### config.mk
export PLATFORM = sky130hd
export DESIGN_NAME = mfqd_den
export DESIGN_NICKNAME = d
export VERILOG_FILES = /design/src/rtl/mmse_fde_qpsk_demap_defines.svh /design/src/rtl/mfqd_pkg.sv /design/src/rtl/mfqd_den.sv
export SDC_FILE = /design/constraint.sdc
export NUM_CORES = 2
export LEC_CHECK = 0
export BUFFER_PORTS_ARGS = -buffer_cell sky130_fd_sc_hd__buf_2
export CAP_MARGIN = 5
export CORE_MARGIN = 1
export CORE_UTILIZATION = 46
export CTS_BUF_LIST = sky130_fd_sc_hd__clkbuf_16
export DETAILED_ROUTE_END_ITERATION = 6
export PLACE_DENSITY = 0.73
export SLEW_MARGIN = 40
export SYNTH_ARGS = -nofsm -noshare
export SYNTH_HDL_FRONTEND = slang
export SYNTH_SLANG_ARGS = --single-unit
### constraint.sdc
create_clock -name clock -period 14.1 [get_ports clock]
set_input_delay 1.41 -clock clock [delete_from_list [all_inputs] [get_ports clock]]
set_output_delay 1.41 -clock clock [all_outputs]
set_load 0.02 [all_outputs]
### src/rtl/mmse_fde_qpsk_demap_defines.svh
// Assertion helpers for the MMSE equalizer / QPSK demapper.
// Both sample on the rising edge of clock and stay quiet while reset is high.
`ifndef MMSE_FDE_QPSK_DEMAP_DEFINES_SVH
`define MMSE_FDE_QPSK_DEMAP_DEFINES_SVH

// Consequent must hold in the same cycle as the antecedent.
`define MFQD_ASSERT_NOW(lbl, ante, cons, msg) \
   lbl: assert property (@(posedge clock) disable iff (reset) (ante) |-> (cons)) \
      else $error(msg);

// Consequent must hold in the cycle after the antecedent.
`define MFQD_ASSERT_NEXT(lbl, ante, cons, msg) \
   lbl: assert property (@(posedge clock) disable iff (reset) (ante) |=> (cons)) \
      else $error(msg);

`endif

### src/rtl/mfqd_pkg.sv
package mfqd_pkg;

   localparam int SAMPLE_WIDTH_DEF = 16;
   localparam int WEIGHT_W         = 16;
   localparam int NOISE_W          = 16;
   localparam int NOISE_SHIFT      = 14;
   localparam int WEIGHT_SHIFT     = 22;
   localparam int EQ_SHIFT         = 10;
   // quotient of 2*num/den, two bits above the weight so rounding and clipping see it
   localparam int QUOT_W           = WEIGHT_W + 2;

   typedef struct packed {
      logic den_zero;
      logic neg_re;
      logic neg_im;
   } flag_type;

   function automatic int den_width(input int sw);
      return ((2 * sw > NOISE_W + NOISE_SHIFT) ? 2 * sw : NOISE_W + NOISE_SHIFT) + 1;
   endfunction

endpackage

### src/rtl/mfqd_den.sv
module mfqd_den import mfqd_pkg::*; #(
   parameter int SAMPLE_WIDTH = SAMPLE_WIDTH_DEF,
   localparam int DEN_W = den_width(SAMPLE_WIDTH)
) (
   input  logic                           clock,
   input  logic                           reset,
   input  logic                           adv,
   input  logic                           in_valid,
   input  logic signed [SAMPLE_WIDTH-1:0] rx_re,
   input  logic signed [SAMPLE_WIDTH-1:0] rx_im,
   input  logic signed [SAMPLE_WIDTH-1:0] chan_re,
   input  logic signed [SAMPLE_WIDTH-1:0] chan_im,
   input  logic        [NOISE_W-1:0]      noise,
   output logic                           out_valid,
   output logic signed [SAMPLE_WIDTH-1:0] out_rx_re,
   output logic signed [SAMPLE_WIDTH-1:0] out_rx_im,
   output logic        [SAMPLE_WIDTH-1:0] out_mag_re,
   output logic        [SAMPLE_WIDTH-1:0] out_mag_im,
   output logic        [DEN_W-1:0]        out_den,
   output flag_type                       out_flags
);

   logic signed [2*SAMPLE_WIDTH-1:0] sq_re_full;
   logic signed [2*SAMPLE_WIDTH-1:0] sq_im_full;
   logic        [SAMPLE_WIDTH-1:0]   mag_re_in;
   logic        [SAMPLE_WIDTH-1:0]   mag_im_in;
   logic                             neg_im_in;

   logic                             v1_ff;
   logic        [2*SAMPLE_WIDTH-2:0] sq_re_ff;
   logic        [2*SAMPLE_WIDTH-2:0] sq_im_ff;
   logic        [SAMPLE_WIDTH-1:0]   mag_re_ff;
   logic        [SAMPLE_WIDTH-1:0]   mag_im_ff;
   logic                             neg_re_ff;
   logic                             neg_im_ff;
   logic signed [SAMPLE_WIDTH-1:0]   rx_re1_ff;
   logic signed [SAMPLE_WIDTH-1:0]   rx_im1_ff;

   logic        [DEN_W-1:0]          den_in;

   logic                             v2_ff;
   logic        [DEN_W-1:0]          den_ff;
   logic        [SAMPLE_WIDTH-1:0]   mag_re2_ff;
   logic        [SAMPLE_WIDTH-1:0]   mag_im2_ff;
   flag_type                         flags_ff;
   logic signed [SAMPLE_WIDTH-1:0]   rx_re2_ff;
   logic signed [SAMPLE_WIDTH-1:0]   rx_im2_ff;

   assign sq_re_full = chan_re * chan_re;
   assign sq_im_full = chan_im * chan_im;
   assign mag_re_in  = chan_re[SAMPLE_WIDTH-1] ? ($unsigned(~chan_re) + SAMPLE_WIDTH'(1))
                                               : $unsigned(chan_re);
   assign mag_im_in  = chan_im[SAMPLE_WIDTH-1] ? ($unsigned(~chan_im) + SAMPLE_WIDTH'(1))
                                               : $unsigned(chan_im);
   // weight uses -chan_im, so its sign is set when chan_im is strictly positive
   assign neg_im_in  = !chan_im[SAMPLE_WIDTH-1] && (chan_im != '0);

   assign den_in = DEN_W'(sq_re_ff) + DEN_W'(sq_im_ff) + (DEN_W'(noise) << NOISE_SHIFT);

   always_ff @(posedge clock) begin
      if (reset) begin
         v1_ff <= 1'b0;
         v2_ff <= 1'b0;
      end else if (adv) begin
         v1_ff <= in_valid;
         v2_ff <= v1_ff;
      end
   end

   always_ff @(posedge clock) begin
      if (adv) begin
         sq_re_ff   <= sq_re_full[2*SAMPLE_WIDTH-2:0];
         sq_im_ff   <= sq_im_full[2*SAMPLE_WIDTH-2:0];
         mag_re_ff  <= mag_re_in;
         mag_im_ff  <= mag_im_in;
         neg_re_ff  <= chan_re[SAMPLE_WIDTH-1];
         neg_im_ff  <= neg_im_in;
         rx_re1_ff  <= rx_re;
         rx_im1_ff  <= rx_im;

         den_ff            <= den_in;
         flags_ff.den_zero <= (den_in == '0);
         flags_ff.neg_re   <= neg_re_ff;
         flags_ff.neg_im   <= neg_im_ff;
         mag_re2_ff        <= mag_re_ff;
         mag_im2_ff        <= mag_im_ff;
         rx_re2_ff         <= rx_re1_ff;
         rx_im2_ff         <= rx_im1_ff;
      end
   end

   assign out_valid  = v2_ff;
   assign out_rx_re  = rx_re2_ff;
   assign out_rx_im  = rx_im2_ff;
   assign out_mag_re = mag_re2_ff;
   assign out_mag_im = mag_im2_ff;
   assign out_den    = den_ff;
   assign out_flags  = flags_ff;

endmodule

==> flow_metrics.py <==
metrics = {
    "run_status": {
        "status": "finished clean",
    },
    "sta": {
        "slew_viol_final": 0,
        "fmax_mhz": 123,
        "setup_violations": 0,
        "finalSetupTns_ns": 0,
        "finClkSkew_ns": 0.00870,
        "hold_violations": 0,
        "worstMarginPinSlew_ns": 0.775,
        "min_period_ns": 8.14,
        "rsz0062_at_grt": "false",
        "period_share_pct": 57.7,
        "relSlewSlack_pct": 48.3,
    },
    "floorplan": {
        "start_util_pct": 46.9,
        "die-area_um2": 59000,
        "io-pin-count": 185,
        "coreArea_um2": 56800,
        "fp-row-count": 87,
        "die_w_um": 243,
        "die-height_um": 243,
    },
    "place": {
        "io_buffers": 184,
        "gp_congestion": 0.893,
        "hpwlAfterDp_um": 45200,
    },
    "clock_tree": {
        "cts.sinks": 226,
        "root_buffer": "clkbuf_16",
        "postCtsSetupRepairBufs": 0,
        "cts_tree": "built",
        "ctsResizeCount": 0,
        "path_clk_slew_ns": 0.06,
        "h-tree-depth": 1,
        "cts_buffer_depth": 3,
        "cts_buffers": 26,
        "clk_latency_ns": 0.56,
        "cts-hold-fix-buffers": 0,
    },
    "synth": {
        "syn_nets": 3252,
        "yosys_warnings": 0,
        "ys_types": 74,
        "synth_edf_count": 224,
        "ys_seq_area_share_pct": 25.4,
        "syn_inst": 2474,
        "synth_top_area_share_pct": 35.6,
        "ys_seq_elements": 226,
        "syn_area_um2": 26700,
        "synth.area.top_cells": "fa_1, edfxtp_1, ha_1",
        "ys.flop_type": "edfxtp_1",
        "yosys.area.top_type": "fa_1",
        "async_flop_share_pct": 0,
        "avgSynthCellArea_um2": 10.8,
    },
    "hold_path": {
        "hp-class": "reg -> reg",
        "worstHoldStart": "rx_re1_ff[9]",
    },
    "layout": {
        "layout-drive-gt1-share_pct": 9.53,
        "layout_commonest_cell": "inv_1",
        "area_growth_pct": 9.25,
        "num-fill-cells": 4996,
        "finish.net_count": 3403,
        "layout_common_cells": "inv_1, fa_1, edfxtp_1",
        "diodes": 0,
    },
    "routing": {
        "vias": 17400,
        "post-route-drc-count": 0,
        "wl_per_cell_um": 16.5,
        "firstDrtPassIters": 5,
        "vias_per_cell": 5.13,
        "ant_nets": 0,
        "wl_um": 56200,
        "drtIter0Drc": 892,
    },
    "critical_path": {
        "cp-end-kind": "flop",
        "reg2reg_from": "sq_im_ff[6]",
        "path_cells": "buf_2 -> clkinv_1 -> nor2_1 -> fa_1 -> fa_1 -> fa_1 -> fa_1 -> fa_1 -> inv_1 -> fa_1 -> inv_1 -> ha_1 -> nand3_1 -> nor3_1 -> inv_1 -> o221ai_1 -> a211oi_1 -> o31ai_1 -> a221o_1 -> a21oi_1 -> xnor2_1",
        "critPathMaxStageDelay_ns": 0.70,
        "crit_type": "in -> reg",
        "cp_max_fo": 29,
        "cp_common_cell": "fa_1",
        "crit_start": "chan_im[15]",
        "cp.required_ns": 14.40,
        "critPathArrivalTime_ns": 8.44,
        "cp_slowest_cell": "clkinv_1",
        "crit_path_start_kind": "input pin",
    },
    "job": {
        "cap_viol_max_count": 0,
    },
    "global_routing": {
        "grt_max_degree": 83,
        "antenna_found_initial": 1,
        "grt_pass1_wl_um": 94500,
        "grt_usage_pct": 19.9,
        "gr-total-overflow": 0,
        "grt_pass1_vias": 19300,
    },
}
-- per-stage QoR --
stage / hold WS (ns) / worst slack (ns) / instances / cell area (um^2) / utilization, %
after floorplan: 0.400 / 6.36 / 2474 / 26700 / -
after global placement: 0.400 / 5.72 / 3353 / 28300 / 49.8
after detailed placement: 0.405 / 5.50 / 3353 / 28300 / 49.8
after CTS: 0.418 / 6.08 / 3401 / 29100 / 51.3
after global routing: 0.421 / 5.61 / 3401 / 29100 / 51.3
final: 0.417 / 5.96 / 3401 / 29100 / 51.3
-- layer usage --
layer	GRT usage, %	vias to the layer above	part of all wire (%)
li1	-	7942	-
met1	25.5	8906	40
met2	34.1	469	50
met3	3.49	124	6.2
met4	6.47	2	2.8
met5	0	-	0.014
-- cell families (layout without fill, tap and decap cells) --
family,Yosys count,count (layout),synth area share (%)
AND/OR/NAND/NOR,457,457,7.89
multiplexers,4,4,0.159
flip-flops,226,226,25.4
adder cells (fa/ha/maj),694,694,45.9
AO/OA/AOI/OAI,225,225,5.78
XOR/XNOR,141,141,4.63
other,1,1,0.0141
buffers and inverters,726,897,10.3
-- flip-flops by register name (all words and copies together), names as in the netlist --
register,cells
rx_im1_ff,16
out_den,33
out_mag_im,16
sq_im_ff,30
out_rx_im,16
out_valid,1
neg_im_ff,1
out_mag_re,16
mag_re_ff,15
mag_im_ff,15
v1_ff,1
neg_re_ff,1
rx_re1_ff,16
out_flags,3
sq_re_ff,30
out_rx_re,16
-- Yosys cell counts, types with 6 or more instances --
cell type and number:
inv_1 654, fa_1 474, edfxtp_1 224, ha_1 220
nand2_1 192, xnor2_1 113, nor2_1 109, clkbuf_1 56
and2_1 55, a21oi_1 53, o21ai_0 45, xor2_1 28
a21o_1 26, nand3_1 19, nor3_1 19, a211oi_1 13
o31ai_1 13, nand2b_1 10, o21bai_1 9, o211ai_1 8
a31o_2 7, clkinv_1 7, nor2b_1 7, or3_1 7
a31oi_1 6, o21a_1 6
-- critical path: cells and delay by family --
kind | cells | cell delay [ns]
compound gates | 5 | 1.14
xor+xnor | 1 | 0.13
fa+ha+maj | 7 | 3.46
buf+inv | 5 | 1.33
simple gates | 3 | 0.95
-- path summary, 6_finish.rpt --
kind	depth (start not counted)	endpoint	slack [ns]
setup / recovery	21	sq_im_ff[30]	5.96
hold / removal	0	out_rx_re[9]	0.42
setup reg to reg	12	out_flags[2]	10.02
hold reg to reg	0	out_rx_re[9]	0.42
-- cell type report --
class / count / area [um^2] / share of cell area, %
clock buffer: 27 / 676 / 2.32
clock inverter: 21 / 134 / 0.459
multi-input combinational: 1522 / 17200 / 58.9
sequential: 226 / 6770 / 23.2
timing repair buffer: 186 / 953 / 3.27
inverter: 663 / 2490 / 8.54
tap: 756 / 946 / 3.25
Power is left out: the tool's default activity adds up to more than one toggle a clock period on the data nets, which glitch-free logic cannot reach.
