File: src/rtl/mmse_fde_qpsk_demap_defines.svh
// Assertion helpers for the MMSE equalizer / QPSK demapper.
// Both sample on the rising edge of clock and stay quiet while reset is high.
`ifndef MMSE_FDE_QPSK_DEMAP_DEFINES_SVH
`define MMSE_FDE_QPSK_DEMAP_DEFINES_SVH

// Consequent must hold in the same cycle as the antecedent.
`define MFQD_ASSERT_NOW(lbl, ante, cons, msg) \
   lbl: assert property (@(posedge clock) disable iff (reset) (ante) |-> (cons)) \
      else $error(msg);

// Consequent must hold in the cycle after the antecedent.
`define MFQD_ASSERT_NEXT(lbl, ante, cons, msg) \
   lbl: assert property (@(posedge clock) disable iff (reset) (ante) |=> (cons)) \
      else $error(msg);

`endif

File: src/rtl/mfqd_pkg.sv
package mfqd_pkg;

   localparam int SAMPLE_WIDTH_DEF = 16;
   localparam int WEIGHT_W         = 16;
   localparam int NOISE_W          = 16;
   localparam int NOISE_SHIFT      = 14;
   localparam int WEIGHT_SHIFT     = 22;
   localparam int EQ_SHIFT         = 10;
   // quotient of 2*num/den, two bits above the weight so rounding and clipping see it
   localparam int QUOT_W           = WEIGHT_W + 2;

   typedef struct packed {
      logic den_zero;
      logic neg_re;
      logic neg_im;
   } flag_type;

   function automatic int den_width(input int sw);
      return ((2 * sw > NOISE_W + NOISE_SHIFT) ? 2 * sw : NOISE_W + NOISE_SHIFT) + 1;
   endfunction

endpackage

File: src/rtl/mfqd_eq.sv
module mfqd_eq import mfqd_pkg::*; #(
   parameter int SAMPLE_WIDTH = SAMPLE_WIDTH_DEF,
   localparam int PROD_W = SAMPLE_WIDTH + WEIGHT_W,
   localparam int SUM_W  = PROD_W + 1
) (
   input  logic                           clock,
   input  logic                           reset,
   input  logic                           adv,
   input  logic                           in_valid,
   input  logic signed [SAMPLE_WIDTH-1:0] rx_re,
   input  logic signed [SAMPLE_WIDTH-1:0] rx_im,
   input  logic        [QUOT_W-1:0]       quot_re,
   input  logic        [QUOT_W-1:0]       quot_im,
   input  flag_type                       flags,
   output logic                           out_valid,
   output logic signed [WEIGHT_W-1:0]     weight_re,
   output logic signed [WEIGHT_W-1:0]     weight_im,
   output logic signed [SAMPLE_WIDTH-1:0] eq_re,
   output logic signed [SAMPLE_WIDTH-1:0] eq_im,
   output logic                           bit_first,
   output logic                           bit_second,
   output logic                           symbol_ok
);

   localparam logic [QUOT_W-1:0] W_POS_MAX = QUOT_W'((1 << (WEIGHT_W - 1)) - 1);
   localparam logic [QUOT_W-1:0] W_NEG_MAX = QUOT_W'(1 << (WEIGHT_W - 1));
   localparam logic signed [WEIGHT_W-1:0] W_MAX = {1'b0, {(WEIGHT_W-1){1'b1}}};
   localparam logic signed [WEIGHT_W-1:0] W_MIN = {1'b1, {(WEIGHT_W-1){1'b0}}};
   localparam logic signed [SUM_W-1:0] EQ_MAX  = SUM_W'({(SAMPLE_WIDTH-1){1'b1}});
   localparam logic signed [SUM_W-1:0] EQ_MIN  = -EQ_MAX - SUM_W'(1);
   localparam logic signed [SUM_W-1:0] EQ_HALF = SUM_W'(1 << (EQ_SHIFT - 1));

   // t = floor(2*num/den); (t+1)>>1 is num/den rounded half away from zero
   function automatic logic signed [WEIGHT_W-1:0] clip_weight(
      input logic [QUOT_W-1:0] t,
      input logic              neg
   );
      logic [QUOT_W:0]   t1;
      logic [QUOT_W-1:0] rnd;
      t1  = {1'b0, t} + (QUOT_W+1)'(1);
      rnd = t1[QUOT_W:1];
      if (!neg) begin
         return (rnd > W_POS_MAX) ? W_MAX : $signed(rnd[WEIGHT_W-1:0]);
      end
      return (rnd > W_NEG_MAX) ? W_MIN : -$signed(rnd[WEIGHT_W-1:0]);
   endfunction

   // stage 1: weights
   logic signed [WEIGHT_W-1:0]     w_re_in, w_im_in;
   logic                           v1_ff;
   logic signed [WEIGHT_W-1:0]     w_re1_ff, w_im1_ff;
   logic signed [SAMPLE_WIDTH-1:0] rx_re1_ff, rx_im1_ff;

   // stage 2: partial products
   logic                           v2_ff;
   logic signed [PROD_W-1:0]       p_rr_ff, p_ii_ff, p_ri_ff, p_ir_ff;
   logic signed [WEIGHT_W-1:0]     w_re2_ff, w_im2_ff;

   // stage 3: complex sums
   logic                           v3_ff;
   logic signed [SUM_W-1:0]        s_re_ff, s_im_ff;
   logic signed [WEIGHT_W-1:0]     w_re3_ff, w_im3_ff;

   // stage 4: rescale and clip
   logic signed [SUM_W-1:0]        r_re_in, r_im_in;
   logic signed [SAMPLE_WIDTH-1:0] e_re_in, e_im_in;
   logic                           v4_ff;
   logic signed [SAMPLE_WIDTH-1:0] e_re4_ff, e_im4_ff;
   logic signed [WEIGHT_W-1:0]     w_re4_ff, w_im4_ff;

   // stage 5: demap
   logic                           ok_in;
   logic                           v5_ff;
   logic signed [SAMPLE_WIDTH-1:0] e_re5_ff, e_im5_ff;
   logic signed [WEIGHT_W-1:0]     w_re5_ff, w_im5_ff;
   logic                           b1_ff, b2_ff, ok_ff;

   assign w_re_in = flags.den_zero ? '0 : clip_weight(quot_re, flags.neg_re);
   assign w_im_in = flags.den_zero ? '0 : clip_weight(quot_im, flags.neg_im);

   // bias by half an LSB toward the sign, then floor: ties round away from zero
   assign r_re_in = (s_re_ff + (s_re_ff[SUM_W-1] ? EQ_HALF - SUM_W'(1) : EQ_HALF)) >>> EQ_SHIFT;
   assign r_im_in = (s_im_ff + (s_im_ff[SUM_W-1] ? EQ_HALF - SUM_W'(1) : EQ_HALF)) >>> EQ_SHIFT;

   always_comb begin
      if (r_re_in > EQ_MAX)      e_re_in = EQ_MAX[SAMPLE_WIDTH-1:0];
      else if (r_re_in < EQ_MIN) e_re_in = EQ_MIN[SAMPLE_WIDTH-1:0];
      else                       e_re_in = r_re_in[SAMPLE_WIDTH-1:0];
      if (r_im_in > EQ_MAX)      e_im_in = EQ_MAX[SAMPLE_WIDTH-1:0];
      else if (r_im_in < EQ_MIN) e_im_in = EQ_MIN[SAMPLE_WIDTH-1:0];
      else                       e_im_in = r_im_in[SAMPLE_WIDTH-1:0];
   end

   assign ok_in = (e_re4_ff != '0) || (e_im4_ff != '0);

   always_ff @(posedge clock) begin
      if (reset) begin
         v1_ff <= 1'b0;
         v2_ff <= 1'b0;
         v3_ff <= 1'b0;
         v4_ff <= 1'b0;
         v5_ff <= 1'b0;
      end else if (adv) begin
         v1_ff <= in_valid;
         v2_ff <= v1_ff;
         v3_ff <= v2_ff;
         v4_ff <= v3_ff;
         v5_ff <= v4_ff;
      end
   end

   always_ff @(posedge clock) begin
      if (adv) begin
         w_re1_ff  <= w_re_in;
         w_im1_ff  <= w_im_in;
         rx_re1_ff <= rx_re;
         rx_im1_ff <= rx_im;

         p_rr_ff  <= rx_re1_ff * w_re1_ff;
         p_ii_ff  <= rx_im1_ff * w_im1_ff;
         p_ri_ff  <= rx_re1_ff * w_im1_ff;
         p_ir_ff  <= rx_im1_ff * w_re1_ff;
         w_re2_ff <= w_re1_ff;
         w_im2_ff <= w_im1_ff;

         s_re_ff  <= SUM_W'(p_rr_ff) - SUM_W'(p_ii_ff);
         s_im_ff  <= SUM_W'(p_ri_ff) + SUM_W'(p_ir_ff);
         w_re3_ff <= w_re2_ff;
         w_im3_ff <= w_im2_ff;

         e_re4_ff <= e_re_in;
         e_im4_ff <= e_im_in;
         w_re4_ff <= w_re3_ff;
         w_im4_ff <= w_im3_ff;

         e_re5_ff <= e_re4_ff;
         e_im5_ff <= e_im4_ff;
         w_re5_ff <= w_re4_ff;
         w_im5_ff <= w_im4_ff;
         ok_ff    <= ok_in;
         b1_ff    <= ok_in && (e_im4_ff < 0 || (e_im4_ff == '0 && e_re4_ff < 0));
         b2_ff    <= ok_in && (e_re4_ff < 0 || (e_re4_ff == '0 && e_im4_ff > 0));
      end
   end

   assign out_valid  = v5_ff;
   assign weight_re  = w_re5_ff;
   assign weight_im  = w_im5_ff;
   assign eq_re      = e_re5_ff;
   assign eq_im      = e_im5_ff;
   assign bit_first  = b1_ff;
   assign bit_second = b2_ff;
   assign symbol_ok  = ok_ff;

endmodule

File: config.mk
export PLATFORM = sky130hd
export DESIGN_NAME = mfqd_eq
export DESIGN_NICKNAME = d
export VERILOG_FILES = /design/src/rtl/mmse_fde_qpsk_demap_defines.svh /design/src/rtl/mfqd_pkg.sv /design/src/rtl/mfqd_eq.sv
export SDC_FILE = /design/constraint.sdc
export NUM_CORES = 2
export LEC_CHECK = 0
export BUFFER_PORTS_ARGS = -buffer_cell sky130_fd_sc_hd__buf_2
export CAP_MARGIN = 20
export CORE_AREA = 2 2 397 281
export DETAILED_ROUTE_END_ITERATION = 16
export DIE_AREA = 0 0 399 283
export GPL_TIMING_DRIVEN = 1
export PLACE_DENSITY = 0.71
export SYNTH_ARGS = -nofsm -noshare
export SYNTH_HDL_FRONTEND = slang
export SYNTH_SLANG_ARGS = --single-unit
File: constraint.sdc
create_clock -name clock -period 13.15 [get_ports clock]
set_input_delay 1.315 -clock clock [delete_from_list [all_inputs] [get_ports clock]]
set_output_delay 1.315 -clock clock [all_outputs]
set_load 0.005 [all_outputs]
==> impl_metrics.csv <==
group,metric,value,unit
logic_synthesis,yosys_warnings,0,
setup_path,arrival,8.08,ns
detailed_routing,wl_per_cell,19.45,um
setup_path,worstPathCellList,"buf_4, and2_1, fa_1, inv_1, fa_1, fa_1, inv_1, fa_1, fa_1, inv_1, fa_1, inv_1, ha_1, and3_1, and3_1, o211ai_1, a31oi_1, a311oi_1, o21ai_0, nand2_1, a311oi_1, xnor2_1",
layout,area_growth,6.638,%
setup_path,cp-end-kind,"flop",
setup_path,r2r-end,"p_ii_ff[31]$_DFFE_PP_",
logic_synthesis,async_reset_ff_share,0,%
setup_path,cp_slowest_cell,"a311oi_1",
clock_tree,cts_buffers,52,
hold_path,hp-class,"flop to flop",
logic_synthesis,synth_top_flop_cell,"edfxtp_1",
detailed_routing,viasPerCell,5.491,
grt,grt_max_degree,169,
floorplan,core_area,0.1095,mm^2
detailed_routing,ant_nets,0,
setup_path,path_common_cell,"fa_1",
sta,post-route-period-util,58.86,%
setup_path,critical_path_class,"flop to flop",
hold_path,min-delay-start,"w_re4_ff[14]$_DFFE_PP_",
setup_path,regToRegSetupSlack,5.41,ns
layout,nNetsFinal,7365,
setup_path,cp-endpoint,"p_ii_ff[31]$_DFFE_PP_",
floorplan,die_width,399,um
place,dpl_worst_slack,5.681,ns
clock_tree,path_clk_slew,0.07,ns
place,gp_congestion,0.9015,
sta,maxSlewHeadroom,26.66,%
logic_synthesis,ys_ff_latch,458,
floorplan,dieArea,0.1129,mm^2
grt,grt_usage,26.25,%
grt,grt_pass1_vias,42160,
sta,timing.final.ws_setup,5.410,ns
layout,final_common_cell,"inv_1",
clock_tree,clk_latency,0.65,ns
setup_path,cp_data_required_time,13.49,ns
clock_tree,holdBufCountCts,0,
sta,finalSetupTns,0,ns
hold_path,whs_path_depth,0,
detailed_routing,drt_iter0_drc,3439,
sta,rsz0062_at_grt,"false",
detailed_routing,first_pass_iters,6,
place,placed_cell_area,0.06176,mm^2
clock_tree,htreeDepth,2,
setup_path,worstReg2RegStart,"rx_im1_ff[9]$_DFFE_PP_",
grt,grt_pass1_wl,231800,um
layout,mostFrequentLayoutCells,"inv_1 (1231), fa_1 (1050), nand2_1 (578)",
grt,antenna_found_initial,10,
floorplan,die_y,283,um
logic_synthesis,synth_area_leaders,"fa_1 (35%), edfxtp_1 (23%), ha_1 (8.7%)",
clock_tree,post_cts_buffers,0,
run,maxCapViolCount,0,
detailed_routing,drc,0,
logic_synthesis,syn_nets,7319,
sta,setup_viol,0,
clock_tree,cts_tree,"yes",
clock_tree,clkSinkCount,458,
setup_path,startpoint_type,"flop",
floorplan,rows,102,
logic_synthesis,synth-seq-area-share,23.03,%
layout,fin_area,0.06346,mm^2
clock_tree,cts_resized,0,
logic_synthesis,yosysTopAreaCellShare,35.32,%
sta,report.final.slew_viol_count,0,
clock_tree,cts_root_buf,"clkbuf_16",
logic_synthesis,synth_area,0.05951,mm^2
logic_synthesis,synth_top_cell_by_area,"fa_1",
sta,max_freq,129.2,MHz
setup_path,slowest_delay,0.95,ns
logic_synthesis,netlist_instances,5778,
logic_synthesis,syn_area_per_cell,10.30,um^2
layout,drive_gt1_share,5.967,%
sta,skew,0.04849,ns
floorplan,start_util,54.35,%
floorplan,ios,143,
clock_tree,clockBufferDepth,3,
place,dpl.hpwl,109000,um
run_status,status,"complete, no violations",
setup_path,crit_fanout,17,
setup_path,cp-startpoint,"rx_im1_ff[9]$_DFFE_PP_",
logic_synthesis,synth_edf_count,453,
detailed_routing,via_count,40230,
place,portBuffers,142,
setup_path,r2r_cells,22,
logic_synthesis,yosysUniqueCellTypes,86,
sta,layout_min_cycle_time,7.740,ns
detailed_routing,totalWireLength,142500,um
sta,hold_viol,0,
grt,grt_overflow,0,
sta,tightest_slew,1.100,ns
## worst min-delay path by stage
stage | slack [ns] | to
after floorplan | 0.40 | w_im3_ff[0]$_DFFE_PP_
after global placement | 0.40 | w_im4_ff[3]$_DFFE_PP_
after detailed placement | 0.40 | w_re3_ff[11]$_DFFE_PP_
after CTS | 0.39 | weight_re[14]$_DFFE_PP_
after global routing | 0.41 | weight_re[14]$_DFFE_PP_
final | 0.39 | weight_re[14]$_DFFE_PP_
## critical path: cells and delay by family (launching register included)
kind / cells / cell delay (ns)
AO/OA/AOI/OAI: 5 / 1.77
XOR/XNOR: 1 / 0.15
adder cells (fa/ha/maj): 7 / 3.16
buffers and inverters: 5 / 0.63
flip-flops: 1 / 0.93
AND/OR/NAND/NOR: 4 / 0.80
## per-layer routing
layer	vias up	wire [um]	GRT usage [%]
met4	4	3657	6.429
met2	1570	62060	39.16
met1	20400	63160	39.20
met3	218	13620	5.740
met5	-	33	0
li1	18040	-	-
## cell type report
cell class | count | area [um^2]
inverters | 1231 | 4621
clock inverters | 37 | 320.3
well taps | 1456 | 1822
repair buffers | 213 | 1306
clock buffers | 59 | 1328
fillers | 9320 | 46040
diodes | 5 | 12.51
multi-input cells | 3868 | 40350
flip-flops and latches | 458 | 13700
## state kept, by name (all words and copies together), names as in the netlist, 32 cells and up
register and flops:
s_im_ff 33, s_re_ff 33, p_ii_ff 32, p_ir_ff 32, p_ri_ff 32, p_rr_ff 32
## through the flow
stage	hold slack (ns)	util, %	std cells
4_1_cts	0.3931	57.90	7320
3_5_place_dp	0.4045	56.40	7224
2_1_floorplan	0.4003	-	5778
3_3_place_gp	0.4010	56.40	7224
5_1_grt	0.4076	57.94	7322
6_report	0.3929	57.95	7327
## cells in the mapped netlist, drive strengths merged (18+ instances only)
| master | count |
|---|---|
| inv | 1231 |
| fa | 1050 |
| nand2 | 579 |
| and2 | 504 |
| edfxtp | 453 |
| ha | 416 |
| clkbuf | 211 |
| a21oi | 200 |
| xnor2 | 179 |
| nor2 | 176 |
| o21ai | 99 |
| xor2 | 86 |
| a21o | 85 |
| nand3 | 73 |
| nand2b | 37 |
| o21bai | 31 |
| nand4 | 28 |
| o21a | 26 |
| and3 | 24 |
| nor3 | 23 |
| a211oi | 20 |
| mux2i | 19 |
| nor2b | 19 |
| nor4 | 18 |
| o31ai | 18 |
## cell families after synthesis
| family | synth area share, % |
|---|---|
| simple gates | 12.97 |
| xor+xnor | 3.932 |
| compound gates | 6.469 |
| fa+ha+maj | 44.07 |
| mux | 0.3574 |
| buf+inv | 9.173 |
| flops | 23.03 |
Power is left out: the tool's default activity adds up to more than one toggle a clock period on the data nets, which glitch-free logic cannot reach.
