--- src/rtl/mmse_fde_qpsk_demap_defines.svh ---
// Assertion helpers for the MMSE equalizer / QPSK demapper.
// Both sample on the rising edge of clock and stay quiet while reset is high.
`ifndef MMSE_FDE_QPSK_DEMAP_DEFINES_SVH
`define MMSE_FDE_QPSK_DEMAP_DEFINES_SVH

// Consequent must hold in the same cycle as the antecedent.
`define MFQD_ASSERT_NOW(lbl, ante, cons, msg) \
   lbl: assert property (@(posedge clock) disable iff (reset) (ante) |-> (cons)) \
      else $error(msg);

// Consequent must hold in the cycle after the antecedent.
`define MFQD_ASSERT_NEXT(lbl, ante, cons, msg) \
   lbl: assert property (@(posedge clock) disable iff (reset) (ante) |=> (cons)) \
      else $error(msg);

`endif

--- src/rtl/mfqd_pkg.sv ---
package mfqd_pkg;

   localparam int SAMPLE_WIDTH_DEF = 16;
   localparam int WEIGHT_W         = 16;
   localparam int NOISE_W          = 16;
   localparam int NOISE_SHIFT      = 14;
   localparam int WEIGHT_SHIFT     = 22;
   localparam int EQ_SHIFT         = 10;
   // quotient of 2*num/den, two bits above the weight so rounding and clipping see it
   localparam int QUOT_W           = WEIGHT_W + 2;

   typedef struct packed {
      logic den_zero;
      logic neg_re;
      logic neg_im;
   } flag_type;

   function automatic int den_width(input int sw);
      return ((2 * sw > NOISE_W + NOISE_SHIFT) ? 2 * sw : NOISE_W + NOISE_SHIFT) + 1;
   endfunction

endpackage

--- src/rtl/mfqd_div.sv ---
module mfqd_div import mfqd_pkg::*; #(
   parameter int SAMPLE_WIDTH = SAMPLE_WIDTH_DEF,
   localparam int DEN_W = den_width(SAMPLE_WIDTH),
   localparam int REM_W = SAMPLE_WIDTH + WEIGHT_SHIFT + 1,
   localparam int CMP_W = (REM_W > DEN_W + QUOT_W - 1) ? REM_W : DEN_W + QUOT_W - 1,
   localparam int NSTG  = QUOT_W
) (
   input  logic                           clock,
   input  logic                           reset,
   input  logic                           adv,
   input  logic                           in_valid,
   input  logic signed [SAMPLE_WIDTH-1:0] rx_re,
   input  logic signed [SAMPLE_WIDTH-1:0] rx_im,
   input  logic        [SAMPLE_WIDTH-1:0] mag_re,
   input  logic        [SAMPLE_WIDTH-1:0] mag_im,
   input  logic        [DEN_W-1:0]        den,
   input  flag_type                       flags,
   output logic                           out_valid,
   output logic signed [SAMPLE_WIDTH-1:0] out_rx_re,
   output logic signed [SAMPLE_WIDTH-1:0] out_rx_im,
   output logic        [QUOT_W-1:0]       out_quot_re,
   output logic        [QUOT_W-1:0]       out_quot_im,
   output flag_type                       out_flags
);

   // One restoring step per stage, both lanes side by side; stage s settles
   // quotient bit QUOT_W-1-s of floor(2*|h|*2^22 / den).
   logic                           vld_src [NSTG];
   logic        [REM_W-1:0]        rem_src [NSTG][2];
   logic        [QUOT_W-1:0]       quo_src [NSTG][2];
   logic        [DEN_W-1:0]        den_src [NSTG];
   flag_type                       flg_src [NSTG];
   logic signed [SAMPLE_WIDTH-1:0] rxr_src [NSTG];
   logic signed [SAMPLE_WIDTH-1:0] rxi_src [NSTG];

   logic        [REM_W-1:0]        rem_in  [NSTG][2];
   logic        [QUOT_W-1:0]       quo_in  [NSTG][2];

   logic                           vld_ff  [NSTG];
   logic        [REM_W-1:0]        rem_ff  [NSTG][2];
   logic        [QUOT_W-1:0]       quo_ff  [NSTG][2];
   logic        [DEN_W-1:0]        den_ff  [NSTG];
   flag_type                       flg_ff  [NSTG];
   logic signed [SAMPLE_WIDTH-1:0] rxr_ff  [NSTG];
   logic signed [SAMPLE_WIDTH-1:0] rxi_ff  [NSTG];

   for (genvar s = 0; s < NSTG; s++) begin : g_src
      if (s == 0) begin : g_head
         assign vld_src[0]    = in_valid;
         assign rem_src[0][0] = REM_W'(mag_re) << (WEIGHT_SHIFT + 1);
         assign rem_src[0][1] = REM_W'(mag_im) << (WEIGHT_SHIFT + 1);
         assign quo_src[0][0] = '0;
         assign quo_src[0][1] = '0;
         assign den_src[0]    = den;
         assign flg_src[0]    = flags;
         assign rxr_src[0]    = rx_re;
         assign rxi_src[0]    = rx_im;
      end else begin : g_body
         assign vld_src[s]    = vld_ff[s-1];
         assign rem_src[s][0] = rem_ff[s-1][0];
         assign rem_src[s][1] = rem_ff[s-1][1];
         assign quo_src[s][0] = quo_ff[s-1][0];
         assign quo_src[s][1] = quo_ff[s-1][1];
         assign den_src[s]    = den_ff[s-1];
         assign flg_src[s]    = flg_ff[s-1];
         assign rxr_src[s]    = rxr_ff[s-1];
         assign rxi_src[s]    = rxi_ff[s-1];
      end
   end

   always_comb begin
      logic [CMP_W-1:0] dsh;
      logic [CMP_W-1:0] rem_c;
      logic             ge;
      for (int s = 0; s < NSTG; s++) begin
         for (int l = 0; l < 2; l++) begin
            dsh          = CMP_W'(den_src[s]) << (QUOT_W - 1 - s);
            rem_c        = CMP_W'(rem_src[s][l]);
            ge           = (rem_c >= dsh);
            rem_in[s][l] = ge ? REM_W'(rem_c - dsh) : rem_src[s][l];
            quo_in[s][l] = quo_src[s][l] | (QUOT_W'(ge) << (QUOT_W - 1 - s));
         end
      end
   end

   always_ff @(posedge clock) begin
      if (reset) begin
         for (int s = 0; s < NSTG; s++) vld_ff[s] <= 1'b0;
      end else if (adv) begin
         for (int s = 0; s < NSTG; s++) vld_ff[s] <= vld_src[s];
      end
   end

   always_ff @(posedge clock) begin
      if (adv) begin
         for (int s = 0; s < NSTG; s++) begin
            rem_ff[s][0] <= rem_in[s][0];
            rem_ff[s][1] <= rem_in[s][1];
            quo_ff[s][0] <= quo_in[s][0];
            quo_ff[s][1] <= quo_in[s][1];
            den_ff[s]    <= den_src[s];
            flg_ff[s]    <= flg_src[s];
            rxr_ff[s]    <= rxr_src[s];
            rxi_ff[s]    <= rxi_src[s];
         end
      end
   end

   assign out_valid   = vld_ff[NSTG-1];
   assign out_rx_re   = rxr_ff[NSTG-1];
   assign out_rx_im   = rxi_ff[NSTG-1];
   assign out_quot_re = quo_ff[NSTG-1][0];
   assign out_quot_im = quo_ff[NSTG-1][1];
   assign out_flags   = flg_ff[NSTG-1];

endmodule

--- config.mk ---
export PLATFORM = sky130hd
export DESIGN_NAME = mfqd_div
export DESIGN_NICKNAME = d
export VERILOG_FILES = /design/src/rtl/mmse_fde_qpsk_demap_defines.svh /design/src/rtl/mfqd_pkg.sv /design/src/rtl/mfqd_div.sv
export SDC_FILE = /design/constraint.sdc
export NUM_CORES = 2
export LEC_CHECK = 0
export BUFFER_PORTS_ARGS = -buffer_cell sky130_fd_sc_hd__buf_2
export CAP_MARGIN = 40
export CORE_ASPECT_RATIO = 1.75
export CORE_MARGIN = 2
export CORE_UTILIZATION = 38
export CTS_CLUSTER_DIAMETER = 200
export DETAILED_ROUTE_END_ITERATION = 7
export PLACE_DENSITY = 0.5
export SETUP_SLACK_MARGIN = 0.5
export SYNTH_ARGS = -nofsm -noshare
export SYNTH_HDL_FRONTEND = slang
export SYNTH_SLANG_ARGS = --single-unit
--- constraint.sdc ---
create_clock -name clock -period 11.29 [get_ports clock]
set_input_delay 0.5645 -clock clock [delete_from_list [all_inputs] [get_ports clock]]
set_output_delay 0.5645 -clock clock [all_outputs]
set_load 0.02 [all_outputs]
==> report_table.html <==
<table>
<tr><th>Metric</th><th>Value</th></tr>
<tr><th colspan="2">Synth</th></tr>
<tr><td>FFs w/ async S/R, synth</td><td>0%</td></tr>
<tr><td>Post-synthesis sequential area ratio</td><td>about 55%</td></tr>
<tr><td>Post-synth EDFFs</td><td>around 2.6k</td></tr>
<tr><td>Cells taking the most area after synthesis</td><td>sky130_fd_sc_hd__edfxtp_1, sky130_fd_sc_hd__ha_1, sky130_fd_sc_hd__a21oi_1, sky130_fd_sc_hd__xnor2_1, sky130_fd_sc_hd__mux2_2</td></tr>
<tr><td>Ys flop type</td><td>sky130_fd_sc_hd__edfxtp_1</td></tr>
<tr><td>Post-synthesis cell area</td><td>between 100000 and 150000 um^2</td></tr>
<tr><td>Average instance area after synthesis</td><td>around 12 um^2</td></tr>
<tr><td>Cell type with the largest total area after synthesis</td><td>sky130_fd_sc_hd__edfxtp_1</td></tr>
<tr><td>Top cell types by occurrence after synthesis</td><td>sky130_fd_sc_hd__edfxtp_1, sky130_fd_sc_hd__ha_1, sky130_fd_sc_hd__a21oi_1</td></tr>
<tr><td>Post-Syn Instances</td><td>11.65k</td></tr>
<tr><td>Yosys cell types</td><td>90</td></tr>
<tr><td>Most common cell in the netlist</td><td>sky130_fd_sc_hd__edfxtp_1</td></tr>
<tr><td>Yosys top cell area share</td><td>approximately 55%</td></tr>
<tr><td>Synthesized flop and latch total</td><td>roughly 2.6k</td></tr>
<tr><td>Synth warn</td><td>0</td></tr>
<tr><td>Net count after synthesis</td><td>12.83k</td></tr>
<tr><th colspan="2">Placed design</th></tr>
<tr><td>DPL Wire Length</td><td>about 400000 um</td></tr>
<tr><td>Port-buffer cells</td><td>between 150 and 200</td></tr>
<tr><td>Last weighted congestion value of the routability-driven placer</td><td>about 1.1</td></tr>
<tr><th colspan="2">Outcome</th></tr>
<tr><td>Outcome</td><td>completed</td></tr>
<tr><th colspan="2">Timing</th></tr>
<tr><td>Period Utilization, post-route</td><td>between 50 and 60%</td></tr>
<tr><td>Least-Margin Pin Slew</td><td>around 1.1 ns</td></tr>
<tr><td>WHS</td><td>~0.080 ns</td></tr>
<tr><td>Setup repair after global routing missed its margin</td><td>false</td></tr>
<tr><td>Final number of hold-violating endpoints</td><td>0</td></tr>
<tr><td>Maximum operating frequency</td><td>160.9 MHz</td></tr>
<tr><td>Total negative slack for setup checks</td><td>0 ns</td></tr>
<tr><td>Time the worst path needs with I/O delays and setup</td><td>just over 6 ns</td></tr>
<tr><td>Final Skew</td><td>0.07376 ns</td></tr>
<tr><td>Max_slew headroom</td><td>23.90%</td></tr>
<tr><td># setup viols final</td><td>0</td></tr>
<tr><td>Number of pins exceeding their max-slew limit in the final report</td><td>0</td></tr>
<tr><th colspan="2">Routing</th></tr>
<tr><td>Violation count after the first detailed-routing iteration</td><td>about 4.6k</td></tr>
<tr><td>WL final</td><td>around 500000 um</td></tr>
<tr><td>Average routed wire per standard cell</td><td>~28 um</td></tr>
<tr><td>Via Count</td><td>about 94k</td></tr>
<tr><td>DRC violations left</td><td>0</td></tr>
<tr><td>Iteration count of the initial detailed-routing pass</td><td>8</td></tr>
<tr><td>Antenna-violating nets left</td><td>0</td></tr>
<tr><td>Mean number of vias per cell</td><td>5.357</td></tr>
<tr><th colspan="2">Min path</th></tr>
<tr><td>WHS Path Cells</td><td>3</td></tr>
<tr><td>Type of the worst min-delay path</td><td>in2reg</td></tr>
<tr><th colspan="2">CTS</th></tr>
<tr><td>Max Root-Sink Buffers</td><td>4</td></tr>
<tr><td>Clock network latency to the later pin of the worst-skew pair</td><td>0.92 ns</td></tr>
<tr><td>Clock transition at the registers of the reported paths</td><td>approximately 0.060 ns</td></tr>
<tr><td>Clk Tree Root Cell</td><td>sky130_fd_sc_hd__clkbuf_16</td></tr>
<tr><td>TritonCTS clock tree</td><td>done</td></tr>
<tr><td>Number of buffers created by CTS</td><td>between 200 and 300</td></tr>
<tr><td>Number of H-tree levels</td><td>5</td></tr>
<tr><td>Number of gates given a new drive strength after cts</td><td>0</td></tr>
<tr><td>Clk sink count</td><td>2571</td></tr>
<tr><th colspan="2">Setup path</th></tr>
<tr><td>Critical path's largest stage delay</td><td>0.93 ns</td></tr>
<tr><td>Cell Chain, Critical Path</td><td>inv_1 &gt; ha_1 &gt; a21o_1 &gt; a2111oi_2 &gt; o21bai_2 &gt; a211o_1 &gt; o31a_2 &gt; a221oi_4 &gt; o31ai_2 &gt; a211o_2 &gt; a21oi_4 &gt; buf_4 &gt; mux2i_2 &gt; buf_8</td></tr>
<tr><td>Worst setup EP type</td><td>flop</td></tr>
<tr><td>Worst Path Class, Setup</td><td>reg2reg</td></tr>
<tr><td>Type of origin of the critical path</td><td>flop</td></tr>
<tr><td>Endpoint arrival time on the critical path</td><td>around 7 ns</td></tr>
<tr><td>Slowest cell on the critical path</td><td>sky130_fd_sc_hd__edfxtp_1</td></tr>
<tr><td>Data required, critical path</td><td>between 10 and 15 ns</td></tr>
<tr><td>Worst Reg-to-Reg Cells</td><td>14</td></tr>
<tr><td>Critical path fanouts, max</td><td>34</td></tr>
<tr><th colspan="2">Floorplanning</th></tr>
<tr><td>Core area</td><td>365300 um^2</td></tr>
<tr><td>Horizontal die dimension</td><td>~460 um</td></tr>
<tr><td>DIE AREA</td><td>371200 um^2</td></tr>
<tr><td>Starting density of the core</td><td>a little under two fifths</td></tr>
<tr><td>Boundary Pins</td><td>between 150 and 200</td></tr>
<tr><td>Die extent in y</td><td>slightly above 800 um</td></tr>
<tr><td>Floorplan row count</td><td>~300</td></tr>
<tr><th colspan="2">Global route</th></tr>
<tr><td>Total gr overflow</td><td>0</td></tr>
<tr><td>Number of global-route vias before repair</td><td>between 100k and 150k</td></tr>
<tr><td>Pin count of the biggest net entering global routing</td><td>207</td></tr>
<tr><td>Overall track demand over capacity in global routing</td><td>between 20% and 30%</td></tr>
<tr><td>Antenna violations before repair</td><td>between 40 and 50</td></tr>
<tr><td>Global-route wire length before repair</td><td>slightly below 700000 um</td></tr>
<tr><th colspan="2">Pwr</th></tr>
<tr><td>Worst IR drop on VDD</td><td>0.1190 mV</td></tr>
<tr><td>Leakage power figure</td><td>approximately 62 nW</td></tr>
<tr><td>Pwr dens</td><td>~200 nW/um^2</td></tr>
<tr><th colspan="2">Run</th></tr>
<tr><td>Max-cap violations</td><td>0</td></tr>
<tr><th colspan="2">Cells and area</th></tr>
<tr><td>Number of nets at the end of the flow</td><td>between 10k and 15k</td></tr>
<tr><td>Area growth, synth to finish</td><td>13.22%</td></tr>
<tr><td>Fillers</td><td>about 34k</td></tr>
<tr><td>Share of layout cells above drive strength 1</td><td>10.74%</td></tr>
</table>
==> placed cells by master (no fill, tap or decap), types with 41 or more instances in the layout <==
master	synthesis	final
sky130_fd_sc_hd__clkinv_1	0	57
sky130_fd_sc_hd__nor2b_1	170	169
sky130_fd_sc_hd__buf_4	0	145
sky130_fd_sc_hd__dlygate4sd3_1	0	97
sky130_fd_sc_hd__nand3_1	178	177
sky130_fd_sc_hd__mux2_2	410	410
sky130_fd_sc_hd__nand2_1	722	721
sky130_fd_sc_hd__clkbuf_16	0	276
sky130_fd_sc_hd__nor2_1	712	710
sky130_fd_sc_hd__o21bai_1	103	103
sky130_fd_sc_hd__a31oi_1	82	80
sky130_fd_sc_hd__and2_1	76	74
sky130_fd_sc_hd__clkbuf_1	195	48
sky130_fd_sc_hd__o21a_1	144	143
sky130_fd_sc_hd__xnor2_1	543	543
sky130_fd_sc_hd__a21oi_1	1006	1001
sky130_fd_sc_hd__edfxtp_1	2571	2571
sky130_fd_sc_hd__inv_1	779	779
sky130_fd_sc_hd__o21ai_0	702	699
sky130_fd_sc_hd__nand4_1	160	160
sky130_fd_sc_hd__and3_1	67	67
sky130_fd_sc_hd__or2_2	41	41
sky130_fd_sc_hd__o211ai_1	51	51
sky130_fd_sc_hd__a21o_1	503	500
sky130_fd_sc_hd__o31ai_1	79	77
sky130_fd_sc_hd__xor2_1	306	306
sky130_fd_sc_hd__buf_2	12	205
sky130_fd_sc_hd__a211oi_1	70	69
sky130_fd_sc_hd__a21boi_0	45	45
sky130_fd_sc_hd__diode_2	0	228
sky130_fd_sc_hd__clkinv_2	0	41
sky130_fd_sc_hd__nand2b_1	159	159
sky130_fd_sc_hd__ha_1	1043	1043
sky130_fd_sc_hd__nor3_1	164	155
==> kinds of logic (layout without fill, tap and decap cells) <==
family	after synthesis	in the layout	share of synthesized area (%)
fa+ha+maj	1075	1075	9.839
xor+xnor	849	849	5.344
simple gates	2606	2606	8.929
mux	459	459	3.764
other cells	0	228	0
compound gates	3087	3087	13.87
buf+inv	1007	1732	2.769
flops	2571	2571	55.48
==> layout make-up <==
cell class / instances / area, um^2 / area share (%)
sequential: 2571 / 77200 / 49.00
multi-input combinational: 8076 / 58460 / 37.10
clock buffer: 324 / 7087 / 4.498
tap: 4884 / 6111 / 3.879
timing repair buffer: 485 / 3882 / 2.464
inverter: 779 / 2924 / 1.856
clock inverter: 144 / 1310 / 0.8315
antenna: 228 / 570.5 / 0.3621
==> final timing paths <==
path | startpoint | to | slack, ns
max | den_ff[10][7]$_DFFE_PP_ | rem_ff[5][85]$_DFFE_PP_ | 5.08
min | mag_im[3] | rem_ff[0][26]$_DFFE_PP_ | 0.08
max reg2reg | den_ff[10][7]$_DFFE_PP_ | rem_ff[5][85]$_DFFE_PP_ | 5.08
min reg2reg | den_ff[1][18]$_DFFE_PP_ | den_ff[2][18]$_DFFE_PP_ | 0.40
==> repair_timing <==
action / in CTS / in global routing
hold buffers: 97 / 0
buffers inserted: 0 / 0
endpoints found under the hold margin: 97 / 0
==> critical path: cells and delay by family, from the launching register on <==
family          cells  cell delay [ns]
compound gates      9             2.86
buf+inv             3             1.03
flops               1             0.93
mux                 1             0.71
fa+ha+maj           1             0.40
==> per-stage QoR <==
step           power [mW]  area, um^2  util [%]  cells  worst slack (ns)
3_5_place_dp        22.63      147500     40.39  16693             5.217
6_report            31.42      157500     43.13  17491             5.075
5_1_grt             32.84      157500     43.12  17471             5.141
2_1_floorplan       18.87      139200         -  11654             7.288
3_3_place_gp        22.48      146700     40.15  16619             3.541
4_1_cts             31.62      156900     42.95  17258             5.235
==> sequential cells by signal, summed over array words and instances (netlist names) <==
| name | count |
|---|---|
| rem_ff | 1020 |
| den_ff | 561 |
| quo_ff | 342 |
| rxi_ff | 288 |
| rxr_ff | 288 |
| flg_ff | 54 |
| vld_ff | 18 |
==> metal layers <==
metal / track usage (%) / share of wire (%)
met1: 15.89 / 23
met2: 55.53 / 60
met3: 3.165 / 2.4
met4: 34.03 / 15
met5: 0 / 0.013
==> power by group <==
| group | switching (mW) | total [mW] | internal (mW) |
|---|---|---|---|
| logic | 6.02 | 9.72 | 3.70 |
| registers | 0.773 | 12.9 | 12.1 |
| clock network | 3.91 | 8.82 | 4.91 |
| total | 10.7 | 31.4 | 20.7 |
(Power assumes the default switching activity.)
